## src/gpr_pkg.sv

```systemverilog
// Shared register codes, constants, types and helpers of the GPIO port register block.
package gpr_pkg;

    localparam int unsigned DATA_W = 32;
    localparam int unsigned PIN_W  = 16;
    localparam int unsigned IDX_W  = 3;
    localparam int unsigned KEY_POS = 16;

    localparam logic [DATA_W-1:0] MODE_RESET = 32'h4444_4444;

    localparam logic [IDX_W-1:0] REG_MODE_LOW  = 3'd0;
    localparam logic [IDX_W-1:0] REG_MODE_HIGH = 3'd1;
    localparam logic [IDX_W-1:0] REG_INPUT     = 3'd2;
    localparam logic [IDX_W-1:0] REG_OUTPUT    = 3'd3;
    localparam logic [IDX_W-1:0] REG_SET_RESET = 3'd4;
    localparam logic [IDX_W-1:0] REG_RESET     = 3'd5;
    localparam logic [IDX_W-1:0] REG_LOCK      = 3'd6;

    localparam logic REQ_READ  = 1'b0;
    localparam logic REQ_WRITE = 1'b1;

    typedef struct packed {
        logic [PIN_W-1:0] mask;
        logic             active;
    } t_lock_status;

    typedef struct packed {
        logic              req_type;
        logic [IDX_W-1:0]  reg_index;
        logic [DATA_W-1:0] write_data;
        logic [PIN_W-1:0]  pin_levels;
    } t_bus_req;

    // Widens eight per-pin bits into a mask that covers each pin's mode nibble.
    function automatic logic [DATA_W-1:0] nibble_mask(input logic [7:0] bits8);
        logic [DATA_W-1:0] m;
        m = '0;
        for (int i = 0; i < 8; i++) begin
            m[4*i +: 4] = {4{bits8[i]}};
        end
        return m;
    endfunction

endpackage

```

## src/gpr_lock.sv

```systemverilog
// Lock key sequencer: tracks the three-write key sequence and holds the lock bits.
module gpr_lock
    import gpr_pkg::*;
(
    input  logic              i_clk,
    input  logic              i_rst_n,
    input  logic              i_wr_en,
    input  logic [KEY_POS:0]  i_wr_data,
    output t_lock_status      o_status
);

    localparam logic [1:0] STEP_IDLE = 2'd0;
    localparam logic [1:0] STEP_ONE  = 2'd1;
    localparam logic [1:0] STEP_TWO  = 2'd2;

    logic [1:0]       r_step;
    logic [PIN_W-1:0] r_mask;
    logic             r_active;
    logic [1:0]       n_step;
    logic [PIN_W-1:0] n_mask;
    logic             n_active;
    logic             w_key;
    logic             w_same;

    assign w_key  = i_wr_data[KEY_POS];
    assign w_same = (i_wr_data[PIN_W-1:0] == r_mask);

    always_comb begin
        n_step   = r_step;
        n_mask   = r_mask;
        n_active = r_active;
        if (i_wr_en && !r_active) begin
            n_mask = i_wr_data[PIN_W-1:0];
            n_step = w_key ? STEP_ONE : STEP_IDLE;
            unique case (r_step)
                STEP_ONE: begin
                    if (!w_key && w_same) begin
                        n_step = STEP_TWO;
                    end
                end
                STEP_TWO: begin
                    if (w_key && w_same) begin
                        n_active = 1'b1;
                        n_step   = STEP_IDLE;
                    end
                end
                default: begin
                    // Idle, and the unused code behaves as idle.
                end
            endcase
        end
    end

    always_ff @(posedge i_clk) begin
        if (!i_rst_n) begin
            r_step   <= STEP_IDLE;
            r_mask   <= '0;
            r_active <= 1'b0;
        end else begin
            r_step   <= n_step;
            r_mask   <= n_mask;
            r_active <= n_active;
        end
    end

    assign o_status.mask   = r_mask;
    assign o_status.active = r_active;

endmodule

```

## src/gpr_regfile.sv

```systemverilog
// Mode and output data registers with the read multiplexer of the port.
module gpr_regfile
    import gpr_pkg::*;
(
    input  logic                i_clk,
    input  logic                i_rst_n,
    input  logic                i_en,
    input  t_bus_req            i_req,
    input  t_lock_status        i_lock,
    output logic [DATA_W-1:0]   o_read_data,
    output logic [PIN_W-1:0]    o_out_next,
    output logic [2*DATA_W-1:0] o_modes_next
);

    logic [DATA_W-1:0] r_mode_low;
    logic [DATA_W-1:0] r_mode_high;
    logic [PIN_W-1:0]  r_out_data;
    logic [DATA_W-1:0] n_mode_low;
    logic [DATA_W-1:0] n_mode_high;
    logic [PIN_W-1:0]  n_out_data;
    logic [DATA_W-1:0] w_keep_low;
    logic [DATA_W-1:0] w_keep_high;
    logic [DATA_W-1:0] w_wd;

    assign w_wd = i_req.write_data;

    // Nibbles of locked pins are kept only once the lock has taken effect.
    assign w_keep_low  = i_lock.active ? nibble_mask(i_lock.mask[7:0])  : '0;
    assign w_keep_high = i_lock.active ? nibble_mask(i_lock.mask[15:8]) : '0;

    always_comb begin
        n_mode_low  = r_mode_low;
        n_mode_high = r_mode_high;
        n_out_data  = r_out_data;
        if (i_req.req_type == REQ_WRITE) begin
            unique case (i_req.reg_index)
                REG_MODE_LOW: begin
                    n_mode_low = (r_mode_low & w_keep_low) | (w_wd & ~w_keep_low);
                end
                REG_MODE_HIGH: begin
                    n_mode_high = (r_mode_high & w_keep_high) | (w_wd & ~w_keep_high);
                end
                REG_OUTPUT: begin
                    n_out_data = w_wd[PIN_W-1:0];
                end
                REG_SET_RESET: begin
                    // Set wins over reset where a pin has both.
                    n_out_data = (r_out_data & ~w_wd[DATA_W-1:PIN_W]) | w_wd[PIN_W-1:0];
                end
                REG_RESET: begin
                    n_out_data = r_out_data & ~w_wd[PIN_W-1:0];
                end
                default: begin
                end
            endcase
        end
    end

    always_comb begin
        o_read_data = '0;
        if (i_req.req_type == REQ_READ) begin
            unique case (i_req.reg_index)
                REG_MODE_LOW:  o_read_data = r_mode_low;
                REG_MODE_HIGH: o_read_data = r_mode_high;
                REG_INPUT:     o_read_data = {{(DATA_W-PIN_W){1'b0}}, i_req.pin_levels};
                REG_OUTPUT:    o_read_data = {{(DATA_W-PIN_W){1'b0}}, r_out_data};
                REG_LOCK: begin
                    o_read_data = {{(DATA_W-PIN_W-1){1'b0}}, i_lock.active, i_lock.mask};
                end
                default:       o_read_data = '0;
            endcase
        end
    end

    always_ff @(posedge i_clk) begin
        if (!i_rst_n) begin
            r_mode_low  <= MODE_RESET;
            r_mode_high <= MODE_RESET;
            r_out_data  <= '0;
        end else if (i_en) begin
            r_mode_low  <= n_mode_low;
            r_mode_high <= n_mode_high;
            r_out_data  <= n_out_data;
        end
    end

    assign o_out_next   = n_out_data;
    assign o_modes_next = {n_mode_high, n_mode_low};

endmodule

```

## src/gpio_port_register_block_top.sv

```systemverilog
// Top level of the GPIO port register block: input stage, result stage and assertions.
//
// Each input beat is one bus access (read or write of a port register) together
// with the sampled levels of the 16 pins. Each input beat yields exactly one
// result beat: the read data (zero for a write), the output data register and
// both mode words as they stand after the access.
// Both channels hand over a beat when valid is high and stall is low.
// A beat accepted into the input register moves into the result register as
// soon as the result stage is empty or the receiver is not stalling.
// Throughput: one beat per cycle while the receiver does not stall; the
// register update and read multiplexer sit in a single shallow stage
// between the two registers.
// When the receiver stalls, the result register holds its beat, the input
// register fills with one more beat, and only then does o_stall rise.
// A synchronous active-low reset empties both stages, sets both mode words to
// 0x44444444, clears the output data and clears the lock.
module gpio_port_register_block_top
    import gpr_pkg::*;
(
    input  logic                i_clk,
    input  logic                i_rst_n,
    input  logic                i_valid,
    output logic                o_stall,
    input  logic                i_req_type,
    input  logic [IDX_W-1:0]    i_reg_index,
    input  logic [DATA_W-1:0]   i_write_data,
    input  logic [PIN_W-1:0]    i_pin_levels,
    output logic                o_valid,
    input  logic                i_stall,
    output logic [DATA_W-1:0]   o_read_data,
    output logic [PIN_W-1:0]    o_output_levels,
    output logic [2*DATA_W-1:0] o_pin_modes
);

    logic                r_in_valid;
    t_bus_req            r_in_req;
    logic                r_out_valid;
    logic [DATA_W-1:0]   r_read_data;
    logic [PIN_W-1:0]    r_output_levels;
    logic [2*DATA_W-1:0] r_pin_modes;
    logic                n_in_valid;
    logic                n_out_valid;
    logic                w_out_ready;
    logic                w_process;
    logic                w_accept;
    logic                w_lock_wr;
    t_lock_status        w_lock;
    logic [DATA_W-1:0]   w_read_data;
    logic [PIN_W-1:0]    w_out_next;
    logic [2*DATA_W-1:0] w_modes_next;

    assign w_out_ready = !r_out_valid || !i_stall;
    assign w_process   = r_in_valid && w_out_ready;
    assign o_stall     = r_in_valid && !w_out_ready;
    assign w_accept    = i_valid && !o_stall;

    assign w_lock_wr = w_process && (r_in_req.req_type == REQ_WRITE)
                       && (r_in_req.reg_index == REG_LOCK);

    gpr_lock u_lock (
        .i_clk     (i_clk),
        .i_rst_n   (i_rst_n),
        .i_wr_en   (w_lock_wr),
        .i_wr_data (r_in_req.write_data[KEY_POS:0]),
        .o_status  (w_lock)
    );

    gpr_regfile u_regfile (
        .i_clk        (i_clk),
        .i_rst_n      (i_rst_n),
        .i_en         (w_process),
        .i_req        (r_in_req),
        .i_lock       (w_lock),
        .o_read_data  (w_read_data),
        .o_out_next   (w_out_next),
        .o_modes_next (w_modes_next)
    );

    always_comb begin
        n_in_valid = r_in_valid;
        if (w_accept) begin
            n_in_valid = 1'b1;
        end else if (w_process) begin
            n_in_valid = 1'b0;
        end
        n_out_valid = r_out_valid;
        if (w_process) begin
            n_out_valid = 1'b1;
        end else if (!i_stall) begin
            n_out_valid = 1'b0;
        end
    end

    always_ff @(posedge i_clk) begin
        if (!i_rst_n) begin
            r_in_valid  <= 1'b0;
            r_out_valid <= 1'b0;
        end else begin
            r_in_valid  <= n_in_valid;
            r_out_valid <= n_out_valid;
        end
    end

    always_ff @(posedge i_clk) begin
        if (w_accept) begin
            r_in_req.req_type   <= i_req_type;
            r_in_req.reg_index  <= i_reg_index;
            r_in_req.write_data <= i_write_data;
            r_in_req.pin_levels <= i_pin_levels;
        end
    end

    always_ff @(posedge i_clk) begin
        if (w_process) begin
            r_read_data     <= w_read_data;
            r_output_levels <= w_out_next;
            r_pin_modes     <= w_modes_next;
        end
    end

    assign o_valid         = r_out_valid;
    assign o_read_data     = r_read_data;
    assign o_output_levels = r_output_levels;
    assign o_pin_modes     = r_pin_modes;

`ifndef ASSERT_OFF
    // The input side only backs up when both stages hold a beat.
    a_stall_full: assert property (@(posedge i_clk) disable iff (!i_rst_n)
        o_stall |-> (r_in_valid && r_out_valid))
        else $error("input stall raised while a stage is empty");

    // Once the lock takes effect it stays until reset.
    a_lock_sticky: assert property (@(posedge i_clk) disable iff (!i_rst_n)
        w_lock.active |=> w_lock.active)
        else $error("lock released without reset");

    // A write beat always produces a zero read data word.
    a_write_reads_zero: assert property (@(posedge i_clk) disable iff (!i_rst_n)
        (w_process && (r_in_req.req_type == REQ_WRITE)) |=> (o_read_data == '0))
        else $error("write beat returned nonzero read data");

    // A processed beat always lands in the result stage.
    a_result_loaded: assert property (@(posedge i_clk) disable iff (!i_rst_n)
        w_process |=> o_valid)
        else $error("processed beat missing from result stage");
`endif

endmodule

```

## config.mk

```make
export PLATFORM = sky130hd
export DESIGN_NAME = gpio_port_register_block_top
export DESIGN_NICKNAME = d
export VERILOG_FILES = /design/src/gpr_pkg.sv /design/src/gpr_lock.sv /design/src/gpr_regfile.sv /design/src/gpio_port_register_block_top.sv
export SDC_FILE = /design/constraint.sdc
export NUM_CORES = 1
export LEC_CHECK = 0
export BUFFER_PORTS_ARGS = -buffer_cell sky130_fd_sc_hd__buf_4
export CORE_UTILIZATION = 50
export CTS_CLUSTER_SIZE = 20
export DETAILED_ROUTE_END_ITERATION = 6
export GPL_TIMING_DRIVEN = 0
export PLACE_DENSITY = 0.82
export SETUP_SLACK_MARGIN = 0.1
export SYNTH_ARGS = -nofsm -noshare
export SYNTH_HDL_FRONTEND = slang
export SYNTH_SLANG_ARGS = --single-unit
```

## constraint.sdc

```tcl
create_clock -name i_clk -period 6.6 [get_ports i_clk]
set_input_delay 1.32 -clock i_clk [delete_from_list [all_inputs] [get_ports i_clk]]
set_output_delay 1.32 -clock i_clk [all_outputs]
set_load 0.01 [all_outputs]
```

==> impl_metrics.json <==
{
  "ys_seq_area_frac": 0.601,
  "die-area_sq_um": 23700,
  "synth_area_sq_um": 11600,
  "initial_core_util": 0.511,
  "synth_top_family_by_area": "multiplexers",
  "syn2layout_area_growth_pct": 21.6,
  "power_mw": 3.58,
  "power.internal_mw": 2.76,
  "clk_transition_reported_paths_ns": 0.06,
  "cts_made_buffers": 27,
  "synth_compound_area_frac": 0.101,
  "coreArea_sq_um": 22600,
  "final-hold-violation-count": 0,
  "r2r_start": "r_in_valid",
  "postCtsSetupBuffers": 0,
  "drt-wirelength-per-cell_microns": 21.9,
  "fp.dieW_microns": 154,
  "multiInputGateArea_sq_um": 4310,
  "worstPathRequired_ns": 6.80,
  "clock_sinks": 265,
  "synth.distinct_cells": 42,
  "row_count": 55,
  "io_pins": 170,
  "ir_drop_v": 0.000175,
  "synth_adder_area_share": 0.00216,
  "n_fill_cell": 1738,
  "clock_latency_ns": 0.53,
  "grt_pass1_vias": 7867,
  "min_from": "u_lock.r_step[1]",
  "place_congestion": 0.925,
  "grt_usage": 0.253,
  "drt_iter0_markers": 760,
  "pwr-share-comb": 0.084,
  "max_slew.worst_pin.slew_ns": 0.964,
  "overflow": 0,
  "synthCells": 871,
  "fmax_mhz": 274,
  "async_flop_share": 0,
  "rrSetupSlack_ns": 3.48,
  "ys_ff_latch": 265,
  "rsz0062_at_grt": "no",
  "endpoint_kind": "flop",
  "vias": 7888,
  "p_sw_frac": 0.230,
  "min_to": "u_lock.r_step[1]",
  "muxShareOfSynthArea": 0.174,
  "r2r_cells": 4,
  "reg2reg_to": "o_pin_modes[3]",
  "synth_ff_type": "edfxtp_1",
  "p_seq_frac": 0.517,
  "fin_nets": 1129,
  "syn_area_per_cell_sq_um": 13.3,
  "final_util": 0.621,
  "drcViolationCount": 0,
  "synth-simple-area-share": 0.0830,
  "syn-num-nets": 929,
  "fin_worst_skew_ns": 0.0114,
  "slew_headroom": 0.357,
  "synth_xor_area_frac": 0.0121,
  "critPathMaxFanout": 66,
  "drive_gt1_frac": 0.300,
  "htree_levels": 1,
  "final_common_cell": "buf_4",
  "regArea_sq_um": 6950,
  "cts_root_buf": "clkbuf_16",
  "setup_viol_count_final": 0,
  "ant_nets": 0,
  "hold_ws_ns": 0.489,
  "cts_resized": 0,
  "clkPwrFrac": 0.399,
  "arrival_ns": 3.85,
  "final_cell_mix": "buf_4, edfxtp_1, mux2i_1",
  "drt_wl_total_microns": 30100,
  "port_buffers": 169,
  "die_y_microns": 154,
  "synth_edf_count": 164,
  "vias_per_cell": 5.73,
  "dp_hpwl_microns": 20700,
  "n_antenna_cell": 0,
  "dr.pass1.iters": 5,
  "power.leakage_nw": 5.88,
  "min_period_over_period": 0.552,
  "p_switching_mw": 0.823,
  "p_per_area_nw_per_um2": 255,
  "grt_pass1_wl_microns": 45800,
  "final-max-slew-violation-count": 0,
  "setup.worst_path.class": "in2reg",
  "worstSetupStartpointType": "input pin",
  "maxCapViolCount": 0,
  "cts_buffer_depth": 3,
  "hold_class": "reg2reg",
  "grt_max_degree": 67,
  "antenna_found_initial": 0,
  "fin_crit_ns": 3.64,
  "synth_warnings": 0,
  "cts_tree": "yes",
  "cts_hold_buf": 0,
  "run_status": "finished clean",
  "min_path_cells": 2
}
==> synthesized netlist by cell type (all sizes together) (18+ instances only) <==
| master | number | area share |
|---|---|---|
| clkbuf | 49 | 0.016 |
| nor2 | 33 | 0.011 |
| buf | 19 | 0.010 |
| mux2 | 64 | 0.062 |
| a21boi | 18 | 0.013 |
| a2bb2oi | 32 | 0.024 |
| nor2b | 70 | 0.038 |
| dfxtp | 101 | 0.17 |
| edfxtp | 164 | 0.43 |
| o21ai | 18 | 0.0078 |
| nand2 | 51 | 0.017 |
| mux2i | 129 | 0.11 |
==> critical path: stages <==
cell	delay (ns)
buf_4	0.13
a21boi_0	0.55
clkbuf_1	0.53
clkbuf_4	0.90
buf_16	0.34
==> power groups by stage <==
stage                     clock [mW]  combinational (mW)  sequential, mW
after CTS                       1.44               0.299            1.85
after global placement             0               0.289            1.89
after floorplan                    0               0.157            1.89
after detailed placement           0               0.296            1.89
after global routing            1.50               0.319            1.86
final                           1.43               0.301            1.85
==> routing by layer <==
metal  up-vias  wire (microns)  global-route usage
li1       3607               -                   -
met4         0             923              0.0929
met5         -               0                   0
met2       331           14300               0.410
met3        66            2160              0.0431
met1      3884           12800               0.341
==> area by class of cell <==
type / instances / area share
sequential: 265 / 0.494
multi-input combinational: 535 / 0.306
timing repair buffer: 171 / 0.0936
clock buffer: 43 / 0.0554
tap: 285 / 0.0254
buffer: 68 / 0.0217
clock inverter: 6 / 0.00240
inverter: 3 / 0.000801
==> worst max path at each step <==
stage / start / endpoint / slack (ns)
after CTS: i_stall / o_pin_modes[47] / 2.98
after detailed placement: i_stall / o_pin_modes[14] / 2.43
after global placement: i_stall / u_regfile.r_out_data[10] / -1.39
after global routing: i_stall / o_output_levels[8] / 2.86
final: i_stall / o_pin_modes[3] / 2.96
after floorplan: i_stall / u_regfile.r_out_data[10] / 0.74
==> stage by stage <==
stage	std cells	setup slack (ns)	setup TNS, ns	cell area (sq um)
detailed placement	1327	2.43	0	13200
floorplan	871	0.741	0	11600
finish	1376	2.96	0	14100
global route	1376	2.86	0	14100
global placement	1325	-1.39	-139.97	13200
CTS	1376	2.98	0	14100
==> kinds of logic (layout without fill, tap and decap cells) <==
group                      count (synthesis)  in the layout
xor gates and xnor gates                  16             16
muxes                                    193            193
and+or+nand+nor                          186            186
DFF                                      265            265
buffers and inverters                     71            291
AOI/OAI and AO/OA                        138            138
adders and majority gates                  2              2
==> registers in the layout (all words and copies together), names as in the netlist <==
register               cells
u_regfile.r_mode_low      32
o_valid                    1
o_pin_modes               64
u_lock.r_step              2
u_regfile.r_out_data      16
u_regfile.r_mode_high     32
u_lock.r_mask             16
u_lock.r_active            1
r_in_req                  52
r_in_valid                 1
o_output_levels           16
o_read_data               32
Note: power is estimated with default switching activity, not from simulation.
